[src/rtl/core/spct_pkg.sv]
`timescale 1ns / 1ps
// ----------------------------------------------------------------------------
// spct_pkg: shared types and constants of the sparse pair coefficient table
// Operation and status codes, widths of the fixed item fields, and the
// control word that travels down the chain of table cells.
// ----------------------------------------------------------------------------
package spct_pkg;

  localparam int ENTRIES_DEF  = 64;
  localparam int VAR_BITS_DEF = 16;

  localparam int OP_W     = 2;
  localparam int VAR_W    = 16;
  localparam int COEF_W   = 32;
  localparam int STATUS_W = 2;
  localparam int TERM_W   = 7;

  localparam logic signed [COEF_W-1:0] COEF_MAX = 32'sh7FFF_FFFF;
  localparam logic signed [COEF_W-1:0] COEF_MIN = 32'sh8000_0000;

  typedef enum logic [OP_W-1:0] {
    OP_ACC   = 2'd0,
    OP_READ  = 2'd1,
    OP_DEL   = 2'd2,
    OP_CLEAR = 2'd3
  } op_e;

  typedef enum logic [STATUS_W-1:0] {
    STS_OK       = 2'd0,
    STS_NOTFOUND = 2'd1,
    STS_FULL     = 2'd2,
    STS_SAT      = 2'd3
  } status_e;

  // Control word of the token walking the chain
  typedef struct packed {
    logic    valid;
    logic    pass2;      // 0: search/modify pass, 1: insert/tally pass
    op_e     op;
    logic    found;
    logic    free_seen;
    logic    sat;
    logic    ins_pend;   // insert still waiting for a free cell
    logic    submod;
    status_e status;
  } ctl_t;

  // Result word held at the output
  typedef struct packed {
    logic signed [COEF_W-1:0] value;
    status_e                  status;
    logic                     submodular;
    logic [VAR_W-1:0]         max_var_seen;
    logic [TERM_W-1:0]        term_count;
  } res_t;

endpackage

[src/rtl/core/spct_cell.sv]
`timescale 1ns / 1ps
// ----------------------------------------------------------------------------
// spct_cell: one table entry of the chain
// Holds one key pair and coefficient, acts on the token passing through and
// registers the updated token, which the next cell then receives in the next cycle.
// ----------------------------------------------------------------------------
module spct_cell #(
  parameter int VAR_BITS = spct_pkg::VAR_BITS_DEF,
  parameter int CNT_W    = 7
) (
  input  logic                               clk_i,
  input  logic                               rst_ni,
  input  spct_pkg::ctl_t                     ctl_i,
  input  logic [VAR_BITS-1:0]                lo_i,
  input  logic [VAR_BITS-1:0]                hi_i,
  input  logic signed [spct_pkg::COEF_W-1:0] val_i,
  input  logic [CNT_W-1:0]                   cnt_i,
  output spct_pkg::ctl_t                     ctl_o,
  output logic [VAR_BITS-1:0]                lo_o,
  output logic [VAR_BITS-1:0]                hi_o,
  output logic signed [spct_pkg::COEF_W-1:0] val_o,
  output logic [CNT_W-1:0]                   cnt_o
);

  // entry storage
  logic                               valid_q, valid_d;
  logic [VAR_BITS-1:0]                key_lo_q, key_lo_d;
  logic [VAR_BITS-1:0]                key_hi_q, key_hi_d;
  logic signed [spct_pkg::COEF_W-1:0] coef_q, coef_d;

  // token stage
  spct_pkg::ctl_t                     ctl_q, ctl_d;
  logic [VAR_BITS-1:0]                lo_q, hi_q;
  logic signed [spct_pkg::COEF_W-1:0] val_q, val_d;
  logic [CNT_W-1:0]                   cnt_q, cnt_d;

  logic                               hit;
  logic signed [spct_pkg::COEF_W:0]   sum;
  logic                               sum_ovf;
  logic signed [spct_pkg::COEF_W-1:0] sum_sat;

  assign hit     = valid_q && (key_lo_q == lo_i) && (key_hi_q == hi_i);
  assign sum     = {coef_q[spct_pkg::COEF_W-1], coef_q} + {val_i[spct_pkg::COEF_W-1], val_i};
  assign sum_ovf = sum[spct_pkg::COEF_W] ^ sum[spct_pkg::COEF_W-1];
  assign sum_sat = !sum_ovf ? sum[spct_pkg::COEF_W-1:0] :
                   (sum[spct_pkg::COEF_W] ? spct_pkg::COEF_MIN : spct_pkg::COEF_MAX);

  always_comb begin
    ctl_d    = ctl_i;
    val_d    = val_i;
    cnt_d    = cnt_i;
    valid_d  = valid_q;
    key_lo_d = key_lo_q;
    key_hi_d = key_hi_q;
    coef_d   = coef_q;
    if (ctl_i.valid) begin
      if (!ctl_i.pass2) begin
        if (!valid_q) begin
          ctl_d.free_seen = 1'b1;
        end
        case (ctl_i.op)
          spct_pkg::OP_ACC: begin
            if (hit) begin
              coef_d      = sum_sat;
              val_d       = sum_sat;
              ctl_d.found = 1'b1;
              ctl_d.sat   = sum_ovf;
            end
          end
          spct_pkg::OP_READ: begin
            if (hit) begin
              val_d       = coef_q;
              ctl_d.found = 1'b1;
            end
          end
          spct_pkg::OP_DEL: begin
            if (hit) begin
              valid_d     = 1'b0;
              ctl_d.found = 1'b1;
            end
          end
          spct_pkg::OP_CLEAR: begin
            valid_d = 1'b0;
          end
          default: ;
        endcase
      end else begin
        if (ctl_i.ins_pend && !valid_q) begin
          valid_d        = 1'b1;
          key_lo_d       = lo_i;
          key_hi_d       = hi_i;
          coef_d         = val_i;
          ctl_d.ins_pend = 1'b0;
        end
        // tally on the entry as it stands after this operation
        if (valid_d) begin
          cnt_d = cnt_i + CNT_W'(coef_d != '0);
          if ((key_lo_d != key_hi_d) && (coef_d > 0)) begin
            ctl_d.submod = 1'b0;
          end
        end
      end
    end
  end

  always_ff @(posedge clk_i or negedge rst_ni) begin
    if (!rst_ni) begin
      valid_q <= 1'b0;
      ctl_q   <= '0;
    end else begin
      valid_q <= valid_d;
      ctl_q   <= ctl_d;
    end
  end

  always_ff @(posedge clk_i) begin
    key_lo_q <= key_lo_d;
    key_hi_q <= key_hi_d;
    coef_q   <= coef_d;
    lo_q     <= lo_i;
    hi_q     <= hi_i;
    val_q    <= val_d;
    cnt_q    <= cnt_d;
  end

  assign ctl_o = ctl_q;
  assign lo_o  = lo_q;
  assign hi_o  = hi_q;
  assign val_o = val_q;
  assign cnt_o = cnt_q;

endmodule

[config.mk]
export PLATFORM = sky130hd
export DESIGN_NAME = spct_cell
export DESIGN_NICKNAME = d
export VERILOG_FILES = /design/src/rtl/core/spct_pkg.sv /design/src/rtl/core/spct_cell.sv
export SDC_FILE = /design/constraint.sdc
export NUM_CORES = 1
export LEC_CHECK = 0
export BUFFER_PORTS_ARGS = -buffer_cell sky130_fd_sc_hd__buf_2
export CAP_MARGIN = 20
export CORE_ASPECT_RATIO = 0.7
export CORE_MARGIN = 3
export CORE_UTILIZATION = 55
export CTS_CLUSTER_DIAMETER = 60
export DETAILED_ROUTE_END_ITERATION = 6
export GPL_TIMING_DRIVEN = 0
export PLACE_DENSITY = 0.81
export SLEW_MARGIN = 20
export SYNTH_ARGS = -nofsm -noshare
export SYNTH_HDL_FRONTEND = slang
export SYNTH_SLANG_ARGS = --single-unit
[constraint.sdc]
create_clock -name clk_i -period 11.81 [get_ports clk_i]
set_input_delay 0 -clock clk_i [delete_from_list [all_inputs] [get_ports clk_i]]
set_output_delay 0 -clock clk_i [all_outputs]
set_load 0.05 [all_outputs]
**Yosys cells after proc, flatten, opt, wreduce, memory -nomap -nowiden**

Index checks and enable logic that the tools add are counted.

- Flip-flop bits (word level): 147
- Input port bits: 84
- Output and inout port bits: 82
- Logic and storage cells: 81

- Add/sub/neg operators: 2
- Magnitude comparators: 1
- Equal/unequal tests: 7
- Multiplexer cells: 39
- Bitwise gates (word level): 1
- Reductions and logical operators: 14

Operator list:

| kind | number |
|---|---|
| 2-to-1 mux 32 bit | 12 |
| 2-to-1 mux 16 bit | 6 |
| case mux 32 bit (2 select lines) | 1 |
| adder 32 x 32 -> 33 bit | 1 |
| == test 16 bit | 2 |
| > comparator 32 x 1 -> 1 bit (second input constant) | 1 |
| nonzero test 32 bit | 1 |
| 2-to-1 mux 7 bit | 3 |
| inequality test 16 bit | 1 |
| 2-to-1 mux 1 bit | 13 |
| adder 7 x 1 -> 7 bit | 1 |
| AND reduction 3 bit | 2 |
| 2-to-1 mux 5 bit | 1 |
| == test 2 bit (second input constant) | 2 |
| logical AND 1 bit | 4 |
| nonzero test 2 bit | 2 |
| 2-to-1 mux 3 bit | 1 |
| inequality test 3 bit (second input constant) | 1 |
| nonzero test 3 bit | 1 |
| OR reduction 3 bit | 1 |
| == test 2 x 1 -> 1 bit (second input constant) | 1 |
| logical NOT 2 bit | 1 |
| 2-to-1 mux 2 bit | 1 |
| case mux 1 bit (2 select lines) | 1 |
| other kinds (3) | 3 |

**Logic depth before layout (Yosys ltp)**

- Word-level depth: 11
- Gate-level depth with buffers: 13

**Worst setup path before layout**

Ideal clock, no wire load.

- Path kind: register to register
- Start point: register key_hi_q[8]
- End point: register coef_q[0] in the netlist's numbering (enable)
- Arrival time: 4330 ps
- Data required time: 11339 ps
- Setup slack: 7009 ps
- Stages on the path, launching flop included: 8
- Clock period less this slack: 4801 ps
- Cell sequence: edfxtp_1 > xnor2_1 > nand4_1 > nor4_1 > nand4_1 > or4_4 > or3_4 > a21boi_0

- Cells in the longest elaborated chain, start to end: 4

Ends and longest elaborated chain:

| what | line | RTL |
|---|---|---|
| start, declared | spct_cell.sv:28 | `logic [VAR_BITS-1:0] key_hi_q, key_hi_d;` |
| start signal, assigned | spct_cell.sv:118 | `key_hi_q <= key_hi_d;` |
| == test 16 bit | spct_cell.sv:42 | `assign hit = valid_q && (key_lo_q == lo_i) && (key_hi_q == hi_i);` |
| logical AND 1 bit | spct_cell.sv:42 |  |
| nonzero test 2 bit (no source line) | n/a |  |
| AND reduction 3 bit (no source line) | n/a |  |
| end signal, assigned | spct_cell.sv:119 | `coef_q <= coef_d;` |
| end, declared | spct_cell.sv:29 | `logic signed [spct_pkg::COEF_W-1:0] coef_q, coef_d;` |

Every way passes these cells.
A chain may end at the register's enable or synchronous reset.

**Worst setup path after layout**

- Start point: register coef_q[0] in the netlist's numbering
- End point: register coef_q[22] in the netlist's numbering (data pin)

- Cells in the longest elaborated chain, start to end: 6

Ends and longest elaborated chain:

| what | line | RTL |
|---|---|---|
| adder 32 x 32 -> 33 bit * | spct_cell.sv:43 | `assign sum = {coef_q[spct_pkg::COEF_W-1], coef_q} + {val_i[spct_pkg::COEF_W-1], val_i};` |
| 2-to-1 mux 32 bit / bitwise XOR 1 bit (equally long branches) | spct_cell.sv:46, spct_cell.sv:44 |  |
| 2-to-1 mux 32 bit * | spct_cell.sv:45 | `assign sum_sat = !sum_ovf ? sum[spct_pkg::COEF_W-1:0] :` |
| 2-to-1 mux 32 bit * | spct_cell.sv:63 | `if (hit) begin` |
| 2-to-1 mux 32 bit * | spct_cell.sv:61 | `case (ctl_i.op)` |
| 2-to-1 mux 32 bit * | spct_cell.sv:57 | `if (!ctl_i.pass2) begin` |

Mark *: on every way between the ends. The rest lies on a longest branch, timed or not. The select of a mux whose other input is x is not followed.

==> summary.txt <==
STA
  • Slew Limit Fails: 0
  • RSZ-0062 raised after global routing: false
  • Min Clock Period, post-route: 4.307 ns
  • Worst slew pin tran: 0.9906 ns
  • TNS Setup: 0 ns
  • Final period util: 0.3647
  • # setup viols final: 0
  • Fmax: 232.2 MHz
  • Relative slew slack: 0.3372
  • Hold WS: -0.01689 ns
  • Final hold violation count: 11
  • Worst Skew: 0.01782 ns

Critical path
  • Critical Path Sink Type: flip-flop
  • Crit path launch type: flip-flop
  • CP Cell Sequence: ha_1 -> fa_1 -> a211oi_1 -> or3b_1 -> o2111ai_1 -> and3_1 -> o31ai_1 -> a32oi_1 -> buf_4 -> nor2_1 -> a32oi_1
  • Critical setup path kind: flip-flop to flip-flop
  • CP Depth: 11
  • FF-to-FF Start: coef_q[0]$_DFFE_PP_
  • WP data arrival: 4.45 ns
  • Crit path max-delay family: compound AO/OA/AOI/OAI gates
  • Critical Path Start: coef_q[0]$_DFFE_PP_
  • CP peak stage delay: 0.72 ns
  • WP buf/inv: 1
  • Reg-to-Reg End: coef_q[22]$_DFFE_PP_
  • CP max FO: 10
  • Required time worst endpoint: 11.95 ns
  • CP most frequent cell: a32oi_1
  • Worst Setup EP: coef_q[22]$_DFFE_PP_
  • FF-to-FF setup slack: 7.50 ns
  • Crit-path slowest cell: nor2_1
  • Worst r2r path cells: 11

Floorplan
  • Core Box Area: between 10000 and 15000 µm²
  • Die area: around 17000 µm²
  • Initial core utilization: 0.5799
  • # IOs: ~170
  • Die width: 153.1 µm
  • Die Y: 109.0 µm
  • Site row count: 36

Outcome
  • Status: finished with violations
  • Violated checks: DRC, hold timing

Synthesis
  • Post-Synth XOR/XNOR Area: 0.08408
  • Post-synth ARST share: 0.08163
  • Netlist cell types: 75
  • Cell taking the most area after synthesis: edfxtp_1
  • Main combinational cell family by area after synthesis: simple AND/OR/NAND/NOR gates
  • Top_reg_cell synth: dfxtp_1
  • Simple-Gate Fraction of Synth Area: 0.2095
  • Synth top area cells: edfxtp_1 (23%), dfxtp_1 (17%), nand2_1 (8.3%), ha_1 (5.1%), xnor2_1 (4.4%)
  • Top cell type's share of synthesized area: 0.2306
  • Mux contribution to synthesized area: 0.009910
  • Synth Register Bits: 147
  • Syn_area_per_cell: around 9.0 µm²
  • Synth Area in Compound Gates: 0.1718
  • Post-synth EDFFs: 64
  • Sequential cell area fraction in the yosys report: 0.4372
  • Syn Std Cell Area: roughly 8300 µm²
  • Post-synthesis adder-cell area fraction: 0.05946
  • Syn Nets: 1047
  • Cells after Synth: 928
  • Synth Warn #: 0

Flow run
  • Number of max-cap violations: 0

Detailed routing
  • Initial DRC Count: approximately 1.4k
  • Post-Route WL: 30690 µm
  • Top layer in use: met4
  • Via-per-instance ratio: ~6.3
  • Initial DRT Pass Iterations: 7
  • Post-DR wirelength/cell: ~22 µm
  • DRT met1 WL: 12010 µm
  • Met3 wire length: 5137 µm
  • WL met2: approximately 12000 µm
  • Post-route ant nets: 0
  • DRC: 3
  • Via count: 8856

Layout
  • Commonest non-fill, non-tap cells in the layout: nand2_1 (184), buf_2 (177), dlygate4sd3_1 (86)
  • Nets: 1318
  • Share of layout cells above drive strength 1: 0.1939
  • Filler cell count: between 1k and 1.5k
  • Area growth syn-to-layout: 30.81%
  • Final cell count without fillers: roughly 1.4k
  • Core Util, Final: 0.7586
  • Leading cell type in the layout, fill and taps excluded: nand2_1
  • # diodes: 0

Global route
  • GRT Total Usage: 0.3646
  • Largest net degree at the start of global routing: 34
  • Global route overflow: 0
  • Vias in the first global route: 8438
  • Global-route wire length before repair: 46830 µm
  • Initial antenna violation count: 0

Power
  • Comb pwr share: 0.289
  • Psw: about 600 µW
  • Pleak: approximately 4.6 nW
  • VDD IR max: 0.1073 mV
  • PwrDens: roughly 150 nW/µm²
  • Sequential share of power: 0.368
  • Int Power: 1.018 mW
  • Switching share of power: 0.3710
  • Clk network pwr share: 0.343

Clocking
  • CTS max path bufs: 2
  • H-Tree Level Count: 4
  • Root Driver: clkbuf_16
  • CTS sink cnt: 147
  • Cells resized by post-CTS repair: 0
  • CTS tree: done
  • Number of setup buffers added after CTS: 0
  • Clk slew on worst S/H paths: approximately 0.080 ns
  • CTS Buf Count: 17
  • Clk_lat worst skew: 0.44 ns

Place
  • Dpl cells: 1284
  • Port Buf Inserts: 165
  • Gpl congestion: about 1
  • Hpwl dp: 21700 µm

Worst hold path
  • Hold/Removal Path Class: input port to async pin
==> sequential cells by signal, summed over array words and instances (netlist names) <==
name and cells:
cnt_o 7, coef_q 32, ctl_o 11, hi_o 16, key_hi_q 16, key_lo_q 16
lo_o 16, val_o 32, valid_q 1
==> layout make-up <==
class | instances | area [µm²] | area share
timing repair buffer | 252 | 1714 | 0.1573
inverter | 10 | 37.54 | 0.003444
tap | 190 | 237.7 | 0.02181
clock buffer | 17 | 425.4 | 0.03903
clock inverter | 15 | 178.9 | 0.01641
sequential | 147 | 3643 | 0.3342
multi-input combinational | 726 | 4467 | 0.4098
buffer | 45 | 196.4 | 0.01802
==> stage by stage <==
| stage | total power, mW | hold WS (ns) | area [µm²] | worst slack (ns) |
|---|---|---|---|---|
| floorplan | 0.8931 | -0.2956 | 8333 | 7.009 |
| global placement | 1.019 | -0.09132 | 9397 | 5.162 |
| detailed placement | 1.026 | -0.08027 | 9435 | 7.808 |
| CTS | 1.590 | 0.009484 | 10900 | 7.736 |
| global route | 1.669 | 0.001939 | 10900 | 7.393 |
| finish | 1.618 | -0.01689 | 10900 | 7.503 |
==> synthesized netlist by cell type, drive strengths merged (3+ instances only) <==
| cell | n |
|---|---|
| nand2b | 5 |
| or2 | 9 |
| o2bb2ai | 4 |
| and3 | 21 |
| a32oi | 9 |
| a31oi | 14 |
| dfxtp | 71 |
| ha | 34 |
| o31ai | 4 |
| inv | 10 |
| mux2i | 6 |
| or3 | 4 |
| dfrtp | 12 |
| a21oi | 66 |
| a21o | 14 |
| nand3 | 14 |
| o21ai | 60 |
| buf | 16 |
| xnor2 | 42 |
| maj3 | 5 |
| or4 | 4 |
| o211ai | 9 |
| nor3 | 7 |
| o21bai | 5 |
| a41oi | 4 |
| nor4 | 25 |
| edfxtp | 64 |
| nor2b | 4 |
| or3b | 3 |
| o21a | 4 |
| o32ai | 6 |
| xor2 | 38 |
| and2 | 6 |
| nand2 | 184 |
| nand4 | 19 |
| a211oi | 9 |
| nor2 | 60 |
| clkbuf | 29 |
==> cells by family (layout without fill, tap and decap cells) <==
kind of cell,count (synthesis),count (layout)
buffers and inverters,55,339
multiplexers,8,8
adder cells (fa/ha/maj),40,40
AND/OR/NAND/NOR,373,373
flip-flops,147,147
XOR/XNOR,80,80
AO/OA/AOI/OAI,225,225
==> worst min-delay path by stage <==
stage          cells after the start                  to    from
5_1_grt                            2  ctl_o[8]$_DFF_PN0_  rst_ni
4_1_cts                            2  ctl_o[1]$_DFF_PN0_  rst_ni
2_1_floorplan                      0  ctl_o[0]$_DFF_PN0_  rst_ni
3_3_place_gp                       1  ctl_o[7]$_DFF_PN0_  rst_ni
3_5_place_dp                       1  ctl_o[7]$_DFF_PN0_  rst_ni
6_report                           2  ctl_o[8]$_DFF_PN0_  rst_ni
==> timing repair <==
item / CTS / global route
hold endpoints to repair: 133 / 0
hold buffers: 86 / 0
setup endpoints to repair: 0 / 0
==> metal layers <==
| layer | up-vias | global-route usage |
|---|---|---|
| met1 | 4015 | 0.5038 |
| met4 | 0 | 0.1202 |
| met2 | 793 | 0.5192 |
| met3 | 132 | 0.1523 |
| met5 | - | 0 |
| li1 | 3916 | - |
==> power by group through the flow <==
stage / clock network (mW) / logic, mW / registers, mW
after CTS: 0.549 / 0.447 / 0.593
after detailed placement: 0 / 0.422 / 0.604
after floorplan: 0 / 0.239 / 0.654
final: 0.555 / 0.468 / 0.595
after global placement: 0 / 0.415 / 0.604
after global routing: 0.574 / 0.498 / 0.598
Power figures use the tool's default switching activity.
